$ cat src/rtl/core/s2cm_pkg.sv
// Shared constants and types of the scalar-to-color map unit.
package s2cm_pkg;

   localparam int SAMPLE_BITS   = 32;
   localparam int FRACTION_BITS = 16;
   localparam int RANGE_BITS    = 32;
   localparam int COLOR_BITS    = 24;
   localparam int CHAN_BITS     = 8;
   localparam int NUM_CHANS     = COLOR_BITS / CHAN_BITS;

   // sample - range_min is exact at this width
   localparam int DIFF_BITS  = ((SAMPLE_BITS > RANGE_BITS) ? SAMPLE_BITS : RANGE_BITS) + 1;
   localparam int NORM_BITS  = FRACTION_BITS + 1;
   localparam int HUE_BITS   = FRACTION_BITS + 3;
   localparam int PROD_BITS  = FRACTION_BITS + CHAN_BITS;
   localparam int SUM_BITS   = FRACTION_BITS + CHAN_BITS + 1;
   // accept to strobe: diff, magnitude, classify, divider, norm, color, round
   localparam int PIPE_DEPTH = FRACTION_BITS + 6;

   localparam logic [NORM_BITS-1:0] NORM_ONE  = {1'b1, {FRACTION_BITS{1'b0}}};
   localparam logic [SUM_BITS-1:0]  ROUND_HALF = SUM_BITS'(NORM_ONE >> 1);
   localparam logic [CHAN_BITS-1:0] CHAN_FULL = '1;
   localparam logic [CHAN_BITS-1:0] CHAN_NONE = '0;

   localparam int CSR_INDEX_BITS = 3;
   localparam int CSR_DATA_BITS  = 32;

   localparam logic [CSR_INDEX_BITS-1:0] CSR_RANGE_MIN      = 3'd0;
   localparam logic [CSR_INDEX_BITS-1:0] CSR_RANGE_MAX      = 3'd1;
   localparam logic [CSR_INDEX_BITS-1:0] CSR_RAINBOW_ENABLE = 3'd2;
   localparam logic [CSR_INDEX_BITS-1:0] CSR_RAINBOW_INVERT = 3'd3;
   localparam logic [CSR_INDEX_BITS-1:0] CSR_LOW_COLOR      = 3'd4;
   localparam logic [CSR_INDEX_BITS-1:0] CSR_HIGH_COLOR     = 3'd5;

   localparam logic signed [RANGE_BITS-1:0] RANGE_MIN_RESET  = 32'sd0;
   localparam logic signed [RANGE_BITS-1:0] RANGE_MAX_RESET  = 32'sd65536;
   localparam logic [COLOR_BITS-1:0]        LOW_COLOR_RESET  = 24'h000000;
   localparam logic [COLOR_BITS-1:0]        HIGH_COLOR_RESET = 24'hFFFFFF;

   // hue ramp segments, in order of rising t
   localparam logic [2:0] SEG_MAGENTA_BLUE = 3'd0;
   localparam logic [2:0] SEG_BLUE_CYAN    = 3'd1;
   localparam logic [2:0] SEG_CYAN_GREEN   = 3'd2;
   localparam logic [2:0] SEG_GREEN_YELLOW = 3'd3;
   localparam logic [2:0] SEG_YELLOW_RED   = 3'd4;
   localparam logic [2:0] SEG_RED          = 3'd5;

   typedef enum logic [1:0] {
      NK_DIV,
      NK_ZERO,
      NK_ONE
   } norm_kind_type;

endpackage

$ cat src/rtl/core/scalar_to_color_map_unit.sv
// Scalar-to-color map unit: pipelined normalize, divide and color stages.
// Maps one signed sample per clock to an RGB color. A sample is taken on any edge where start
// is high and busy is low; busy is high only while reset is asserted. The color appears on
// rsp_red/green/blue with rsp_strobe once the sample has passed the rounding stage, one
// result per sample, in order; there is no back-pressure, so the receiver must take each
// word in the cycle it is shown. Pipeline depth is set by the restoring divider,
// one quotient bit per stage (FRACTION_BITS stages), plus six stages of difference, magnitude,
// range check, normalize select, color math and rounding. The csr port is always ready;
// registers feed the pipeline live, so write them only while no sample is in flight.
module scalar_to_color_map_unit
   import s2cm_pkg::*;
(
   input  logic                             clock,
   input  logic                             reset,
   input  logic                             start,
   output logic                             busy,
   input  logic signed [SAMPLE_BITS-1:0]    req_sample,
   output logic                             rsp_strobe,
   output logic [CHAN_BITS-1:0]             rsp_red,
   output logic [CHAN_BITS-1:0]             rsp_green,
   output logic [CHAN_BITS-1:0]             rsp_blue,
   input  logic                             csr_valid,
   output logic                             csr_ready,
   input  logic [CSR_INDEX_BITS-1:0]        csr_index,
   input  logic [CSR_DATA_BITS-1:0]         csr_data
);

   // ---------------- configuration registers ----------------
   logic signed [RANGE_BITS-1:0] range_min_ff;
   logic signed [RANGE_BITS-1:0] range_max_ff;
   logic                         rainbow_enable_ff;
   logic                         rainbow_invert_ff;
   logic [COLOR_BITS-1:0]        low_color_ff;
   logic [COLOR_BITS-1:0]        high_color_ff;

   assign csr_ready = 1'b1;

   always_ff @(posedge clock) begin
      if (reset) begin
         range_min_ff      <= RANGE_MIN_RESET;
         range_max_ff      <= RANGE_MAX_RESET;
         rainbow_enable_ff <= 1'b1;
         rainbow_invert_ff <= 1'b0;
         low_color_ff      <= LOW_COLOR_RESET;
         high_color_ff     <= HIGH_COLOR_RESET;
      end else if (csr_valid && csr_ready) begin
         unique case (csr_index)
            CSR_RANGE_MIN:      range_min_ff      <= csr_data[RANGE_BITS-1:0];
            CSR_RANGE_MAX:      range_max_ff      <= csr_data[RANGE_BITS-1:0];
            CSR_RAINBOW_ENABLE: rainbow_enable_ff <= csr_data[0];
            CSR_RAINBOW_INVERT: rainbow_invert_ff <= csr_data[0];
            CSR_LOW_COLOR:      low_color_ff      <= csr_data[COLOR_BITS-1:0];
            CSR_HIGH_COLOR:     high_color_ff     <= csr_data[COLOR_BITS-1:0];
            default: ;
         endcase
      end
   end

   // range span, refreshed every cycle; read by the pipeline from the classify stage on
   logic signed [DIFF_BITS-1:0] span_in;
   logic [DIFF_BITS-1:0]        span_mag_ff;
   logic                        span_neg_ff;
   logic                        span_zero_ff;

   assign span_in = DIFF_BITS'(range_max_ff) - DIFF_BITS'(range_min_ff);

   always_ff @(posedge clock) begin
      span_neg_ff  <= span_in[DIFF_BITS-1];
      span_zero_ff <= (span_in == '0);
      span_mag_ff  <= span_in[DIFF_BITS-1] ? DIFF_BITS'(-span_in) : DIFF_BITS'(span_in);
   end

   // ---------------- stage A: difference ----------------
   logic                        a_valid_in;
   logic                        a_valid_ff;
   logic signed [DIFF_BITS-1:0] a_diff_ff;

   assign busy       = reset;
   assign a_valid_in = start && !busy;

   always_ff @(posedge clock) begin
      if (reset) begin
         a_valid_ff <= 1'b0;
      end else begin
         a_valid_ff <= a_valid_in;
      end
      a_diff_ff <= DIFF_BITS'(req_sample) - DIFF_BITS'(range_min_ff);
   end

   // ---------------- stage B: magnitude ----------------
   logic                 b_valid_ff;
   logic [DIFF_BITS-1:0] b_mag_ff;
   logic                 b_neg_ff;
   logic                 b_zero_ff;

   always_ff @(posedge clock) begin
      if (reset) begin
         b_valid_ff <= 1'b0;
      end else begin
         b_valid_ff <= a_valid_ff;
      end
      b_neg_ff  <= a_diff_ff[DIFF_BITS-1];
      b_zero_ff <= (a_diff_ff == '0);
      b_mag_ff  <= a_diff_ff[DIFF_BITS-1] ? DIFF_BITS'(-a_diff_ff) : DIFF_BITS'(a_diff_ff);
   end

   // ---------------- stage C: classify, divider entry ----------------
   logic                     div_valid_ff [FRACTION_BITS+1];
   logic [DIFF_BITS-1:0]     div_rem_ff   [FRACTION_BITS+1];
   logic [FRACTION_BITS-1:0] div_quo_ff   [FRACTION_BITS+1];
   norm_kind_type            div_kind_ff  [FRACTION_BITS+1];
   norm_kind_type            c_kind_in;

   always_comb begin
      priority if (span_zero_ff || b_zero_ff || (b_neg_ff != span_neg_ff)) begin
         c_kind_in = NK_ZERO;
      end else if (b_mag_ff >= span_mag_ff) begin
         c_kind_in = NK_ONE;
      end else begin
         c_kind_in = NK_DIV;
      end
   end

   always_ff @(posedge clock) begin
      if (reset) begin
         div_valid_ff[0] <= 1'b0;
      end else begin
         div_valid_ff[0] <= b_valid_ff;
      end
      div_kind_ff[0] <= c_kind_in;
      div_rem_ff[0]  <= (c_kind_in == NK_DIV) ? b_mag_ff : '0;
      div_quo_ff[0]  <= '0;
   end

   // ---------------- restoring divider, one quotient bit per stage ----------------
   // remainder stays below the span, so the doubled value fits one extra bit
   for (genvar k = 0; k < FRACTION_BITS; k++) begin : g_div
      logic [DIFF_BITS:0] shifted;
      logic               take;

      assign shifted = {div_rem_ff[k], 1'b0};
      assign take    = (div_kind_ff[k] == NK_DIV) && (shifted >= {1'b0, span_mag_ff});

      always_ff @(posedge clock) begin
         if (reset) begin
            div_valid_ff[k+1] <= 1'b0;
         end else begin
            div_valid_ff[k+1] <= div_valid_ff[k];
         end
         div_kind_ff[k+1] <= div_kind_ff[k];
         div_rem_ff[k+1]  <= take ? DIFF_BITS'(shifted - {1'b0, span_mag_ff})
                                  : DIFF_BITS'(shifted);
         div_quo_ff[k+1]  <= {div_quo_ff[k][FRACTION_BITS-2:0], take};
      end
   end

   // ---------------- stage E: normalized value ----------------
   logic                 e_valid_ff;
   logic [NORM_BITS-1:0] e_norm_ff;
   logic [NORM_BITS-1:0] e_norm_in;

   always_comb begin
      unique case (div_kind_ff[FRACTION_BITS])
         NK_ZERO: e_norm_in = '0;
         NK_ONE:  e_norm_in = NORM_ONE;
         default: e_norm_in = {1'b0, div_quo_ff[FRACTION_BITS]};
      endcase
   end

   always_ff @(posedge clock) begin
      if (reset) begin
         e_valid_ff <= 1'b0;
      end else begin
         e_valid_ff <= div_valid_ff[FRACTION_BITS];
      end
      e_norm_ff <= e_norm_in;
   end

   // ---------------- stage F: hue ramp and gradient products ----------------
   logic                     f_valid_ff;
   logic                     f_rainbow_ff;
   logic [NORM_BITS-1:0]     f_chan_ff    [NUM_CHANS];
   logic [PROD_BITS-1:0]     f_hi_prod_ff [NUM_CHANS];
   logic [PROD_BITS-1:0]     f_lo_prod_ff [NUM_CHANS];
   logic [NORM_BITS-1:0]     f_chan_in    [NUM_CHANS];
   logic [PROD_BITS-1:0]     f_hi_prod_in [NUM_CHANS];
   logic [PROD_BITS-1:0]     f_lo_prod_in [NUM_CHANS];
   logic [NORM_BITS-1:0]     hue_t;
   logic [NORM_BITS-1:0]     norm_rest;
   logic [HUE_BITS-1:0]      hue_p;
   logic [2:0]               hue_seg;
   logic [FRACTION_BITS-1:0] hue_q;
   logic [NORM_BITS-1:0]     hue_n;
   logic [CHAN_BITS-1:0]     lo_chan;
   logic [CHAN_BITS-1:0]     hi_chan;

   always_comb begin
      norm_rest = NORM_ONE - e_norm_ff;
      hue_t     = rainbow_invert_ff ? e_norm_ff : norm_rest;
      hue_p     = (HUE_BITS'(hue_t) << 2) + HUE_BITS'(hue_t);
      hue_seg   = hue_p[HUE_BITS-1:FRACTION_BITS];
      hue_q     = hue_p[FRACTION_BITS-1:0];
      hue_n     = hue_seg[0] ? {1'b0, hue_q} : NORM_ONE - NORM_BITS'(hue_q);
      unique case (hue_seg)
         SEG_MAGENTA_BLUE: begin
            f_chan_in[0] = hue_n;    f_chan_in[1] = '0;       f_chan_in[2] = NORM_ONE;
         end
         SEG_BLUE_CYAN: begin
            f_chan_in[0] = '0;       f_chan_in[1] = hue_n;    f_chan_in[2] = NORM_ONE;
         end
         SEG_CYAN_GREEN: begin
            f_chan_in[0] = '0;       f_chan_in[1] = NORM_ONE; f_chan_in[2] = hue_n;
         end
         SEG_GREEN_YELLOW: begin
            f_chan_in[0] = hue_n;    f_chan_in[1] = NORM_ONE; f_chan_in[2] = '0;
         end
         default: begin
            f_chan_in[0] = NORM_ONE; f_chan_in[1] = hue_n;    f_chan_in[2] = '0;
         end
      endcase
      for (int ch = 0; ch < NUM_CHANS; ch++) begin
         lo_chan          = low_color_ff[COLOR_BITS-1-CHAN_BITS*ch -: CHAN_BITS];
         hi_chan          = high_color_ff[COLOR_BITS-1-CHAN_BITS*ch -: CHAN_BITS];
         f_hi_prod_in[ch] = PROD_BITS'(hi_chan * e_norm_ff);
         f_lo_prod_in[ch] = PROD_BITS'(lo_chan * norm_rest);
      end
   end

   always_ff @(posedge clock) begin
      if (reset) begin
         f_valid_ff <= 1'b0;
      end else begin
         f_valid_ff <= e_valid_ff;
      end
      f_rainbow_ff <= rainbow_enable_ff;
      f_chan_ff    <= f_chan_in;
      f_hi_prod_ff <= f_hi_prod_in;
      f_lo_prod_ff <= f_lo_prod_in;
   end

   // ---------------- stage G: scale to 8 bits with rounding ----------------
   logic                 g_valid_ff;
   logic                 g_rainbow_ff;
   logic [CHAN_BITS-1:0] g_chan_ff [NUM_CHANS];
   logic [CHAN_BITS-1:0] g_chan_in [NUM_CHANS];
   logic [SUM_BITS-1:0]  round_sum;

   always_comb begin
      for (int ch = 0; ch < NUM_CHANS; ch++) begin
         if (f_rainbow_ff) begin
            // c * 255 as (c << 8) - c
            round_sum = (SUM_BITS'(f_chan_ff[ch]) << CHAN_BITS) - SUM_BITS'(f_chan_ff[ch])
                        + ROUND_HALF;
         end else begin
            round_sum = SUM_BITS'(f_hi_prod_ff[ch]) + SUM_BITS'(f_lo_prod_ff[ch]) + ROUND_HALF;
         end
         g_chan_in[ch] = round_sum[FRACTION_BITS +: CHAN_BITS];
      end
   end

   always_ff @(posedge clock) begin
      if (reset) begin
         g_valid_ff <= 1'b0;
      end else begin
         g_valid_ff <= f_valid_ff;
      end
      g_rainbow_ff <= f_rainbow_ff;
      g_chan_ff    <= g_chan_in;
   end

   assign rsp_strobe = g_valid_ff;
   assign rsp_red    = g_chan_ff[0];
   assign rsp_green  = g_chan_ff[1];
   assign rsp_blue   = g_chan_ff[2];

`ifndef SYNTHESIS
   // every word comes from a sample accepted a fixed depth earlier
   a_fixed_latency: assert property (@(posedge clock) disable iff (reset)
      rsp_strobe |-> $past(start && !busy, PIPE_DEPTH))
      else $error("result strobe without an accepted sample");

   // every accepted sample yields its word a fixed depth later
   a_no_lost_word: assert property (@(posedge clock) disable iff (reset)
      $past(start && !busy, PIPE_DEPTH) |-> rsp_strobe)
      else $error("accepted sample produced no result strobe");

   // the hue ramp always has one channel at full and one at zero
   a_rainbow_extremes: assert property (@(posedge clock) disable iff (reset)
      (rsp_strobe && g_rainbow_ff) |->
         ((rsp_red == CHAN_FULL || rsp_green == CHAN_FULL || rsp_blue == CHAN_FULL) &&
          (rsp_red == CHAN_NONE || rsp_green == CHAN_NONE || rsp_blue == CHAN_NONE)))
      else $error("rainbow color lacks a full or an empty channel");

   // forced results leave the divider with no quotient bits set
   a_forced_quotient: assert property (@(posedge clock) disable iff (reset)
      (div_valid_ff[FRACTION_BITS] && div_kind_ff[FRACTION_BITS] != NK_DIV) |->
         (div_quo_ff[FRACTION_BITS] == '0))
      else $error("divider produced quotient bits for a clamped sample");
`endif

endmodule

$ cat config.mk
export PLATFORM = sky130hd
export DESIGN_NAME = scalar_to_color_map_unit
export DESIGN_NICKNAME = d
export VERILOG_FILES = /design/src/rtl/core/s2cm_pkg.sv /design/src/rtl/core/scalar_to_color_map_unit.sv
export SDC_FILE = /design/constraint.sdc
export NUM_CORES = 2
export LEC_CHECK = 0
export BUFFER_PORTS_ARGS = -buffer_cell sky130_fd_sc_hd__buf_4
export CAP_MARGIN = 20
export CORE_MARGIN = 8
export CORE_UTILIZATION = 55
export CTS_CLUSTER_DIAMETER = 200
export CTS_CLUSTER_SIZE = 14
export DETAILED_ROUTE_END_ITERATION = 16
export GPL_TIMING_DRIVEN = 0
export PLACE_DENSITY = 0.77
export SLEW_MARGIN = 20
export SYNTH_ARGS = -nofsm -noshare
export SYNTH_HDL_FRONTEND = slang
export SYNTH_SLANG_ARGS = --single-unit
$ cat constraint.sdc
create_clock -name clock -period 19.6 [get_ports clock]
set_input_delay 3.92 -clock clock [delete_from_list [all_inputs] [get_ports clock]]
set_output_delay 3.92 -clock clock [all_outputs]
set_load 0.005 [all_outputs]
==> reports/results.ini <==
[grt]
met2_usage_pct = 46.7
use_met1_pct = 34.1
grt-ovfl-total = 0
grt_pass1_wl_um = 407000
grt_pass1_vias = 75416
grt_usage_pct = 28.3
top_usage_layer = met2
grt_max_degree = 25
grt_antenna_before_repair = 8
met3_usage_pct = 4.56

[logic_synthesis]
yosys_most_used_dff = dfxtp_1
synth_xor_area_share_pct = 7.24
synth_cell_types = 109
synth_top_family_by_area = adder cells
synth.mux.area_fraction_pct = 2.79
ys_seq_area_share_pct = 25.9
async_flop_share_pct = 0
synth_fa_ha_area_share_pct = 27.3
yosysWarnings = 0
synth_edf_count = 0
synth_compound_area_share_pct = 15.4
synth_nets = 11932
yosys.area_share.simple_pct = 16.5
syn_area_mm2 = 0.0908
syn_inst = 10208
synth-seq-cells = 1174
avgSynthCellArea_um2 = 8.89

[detailed_routing]
routedWlPerCell_um = 20.8
ant_nets = 0
vias = 74613
via_per_inst = 5.91
drt_iter0_markers = 5423
drt_first_pass_iters = 8
drt_wl_total_um = 263000
drc = 0

[floorplan]
coreArea_mm2 = 0.164
pin_count = 98
die_h_um = 422
die_w_um = 422
fp.dieArea_mm2 = 0.178
num_rows = 149
start_util_pct = 55.2

[clock_network]
ctsResizeCount = 0
path_clk_slew_ns = 0.07
cts_tree = yes
clock-sinks = 1174
worst_skew_pair.late_latency_ns = 0.77
cts-root-buf = clkbuf_16
hold_buffers = 0
post-cts-setup-buffers = 0
clk_path_buf_depth = 3
h-tree-depth = 3
cts_buffers = 94

[worst_setup_path]
cp-end-kind = flop
cp.arrival_ns = 9.56
cp.required_ns = 20.16
cp_common_cell = fa_1
worst-path-buf-inv = 6
critical_path_class = reg2reg
cpPeakStageDelay_ns = 0.83
cp_max_fo = 10
critPathTopFamily = adder cells
slowest_stage = xor2_1
start_kind = flop

[timing]
skew_ns = 0.0842
period_needed_ns = 9.00
final-setup-viol-count = 0
max_freq_ghz = 0.111
post-route-period-util_pct = 45.9
worst_pin_slew_ns = 1.14
finalHoldViolations = 0
slew_viol_final = 0
tns_ns = 0
rsz0062_at_grt = no
slew_headroom_pct = 23.7

[cells_and_area]
synthToLayoutAreaGrowth_pct = 7.41
finish.utilization_pct = 59.3
drive_above_1_share_pct = 5.71
mostFrequentLayoutCell = dfxtp_1
fin_nets = 12145
layout_common_cells = dfxtp_1, ha_1, nand2_1
n_fill_cell = 14182
fin_cells = 12622
final_design_area_no_fill_mm2 = 0.0975

[min_path]
min_path_type = reg2reg

[place]
dpl-instance-area_mm2 = 0.0949
dpl.hpwl_um = 208000
dp_cells = 12514
gp_congestion = 0.952
numPortBuffers = 94

[run_status]
status = finished, final reports clean

[flow_run]
max-cap-violations = 0

-- flip-flops by register name, summed over array words and instances, names as in the netlist, 8 cells and up --
register	count
a_diff_ff	33
b_mag_ff	33
div_kind_ff	34
div_quo_ff	136
div_rem_ff	528
div_valid_ff	17
e_norm_ff	17
f_chan_ff	51
f_hi_prod_ff	72
f_lo_prod_ff	72
high_color_ff	24
low_color_ff	24
range_max_ff	32
range_min_ff	32
rsp_blue	8
rsp_green	8
rsp_red	8
span_mag_ff	33
-- kinds of logic after synthesis --
group           count (synthesis)
buf+inv                      1155
compound gates               2222
flops                        1174
mux                           227
simple gates                 3027
xor+xnor                      749
fa+ha+maj                    1653
other cells                     1
-- cells in the mapped netlist, drive strengths merged (259+ instances only) --
cell,n,area share (%)
dfxtp,1174,26
ha,1101,15
nand2,1077,4.5
inv,846,3.5
a21oi,670,3.7
and2,605,4.2
fa,552,12
o21ai,551,3.0
nor2,462,1.9
xnor2,447,4.3
a21o,339,2.8
xor2,302,2.9
clkbuf,259,1.1
-- per-stage QoR --
stage               hold WS [ns]  setup WS [ns]
floorplan                  0.310          11.65
global placement           0.310          10.44
detailed placement         0.312          10.61
CTS                        0.282          10.58
global route               0.304          10.37
finish                     0.286          10.60
-- cell type report --
| class | instances | area [um^2] | area share, % |
|---|---|---|---|
| diodes | 4 | 10.0 | 0.0103 |
| plain buffers | 308 | 1250 | 1.28 |
| clock buffers | 95 | 2360 | 2.42 |
| clock inverters | 9 | 233 | 0.239 |
| inverters | 847 | 3180 | 3.26 |
| multi-input cells | 7879 | 62900 | 64.5 |
| flip-flops and latches | 1174 | 23500 | 24.1 |
| well taps | 2189 | 2740 | 2.81 |
| repair buffers | 117 | 1300 | 1.33 |
-- layer usage --
layer,routed length (um),vias to the layer above,share of wire [%]
met3,17700,871,6.7
met2,120000,2832,46
met5,58,-,0.022
met1,105000,35768,40
met4,20600,6,7.8
li1,-,35136,-
-- final timing paths --
check                                         from                 end  slack (ns)  cells past startpoint
worst min-delay path            div_quo_ff[0][186]  div_quo_ff[0][203]        0.29                      0
worst min register to register  div_quo_ff[0][186]  div_quo_ff[0][203]        0.29                      0
worst max-delay path                  e_norm_ff[0]    f_lo_prod_ff[70]       10.60                     25
worst max register to register        e_norm_ff[0]    f_lo_prod_ff[70]       10.60                     25
Power is left out: the tool's default activity adds up to more than one toggle a clock period on the data nets, which glitch-free logic cannot reach.
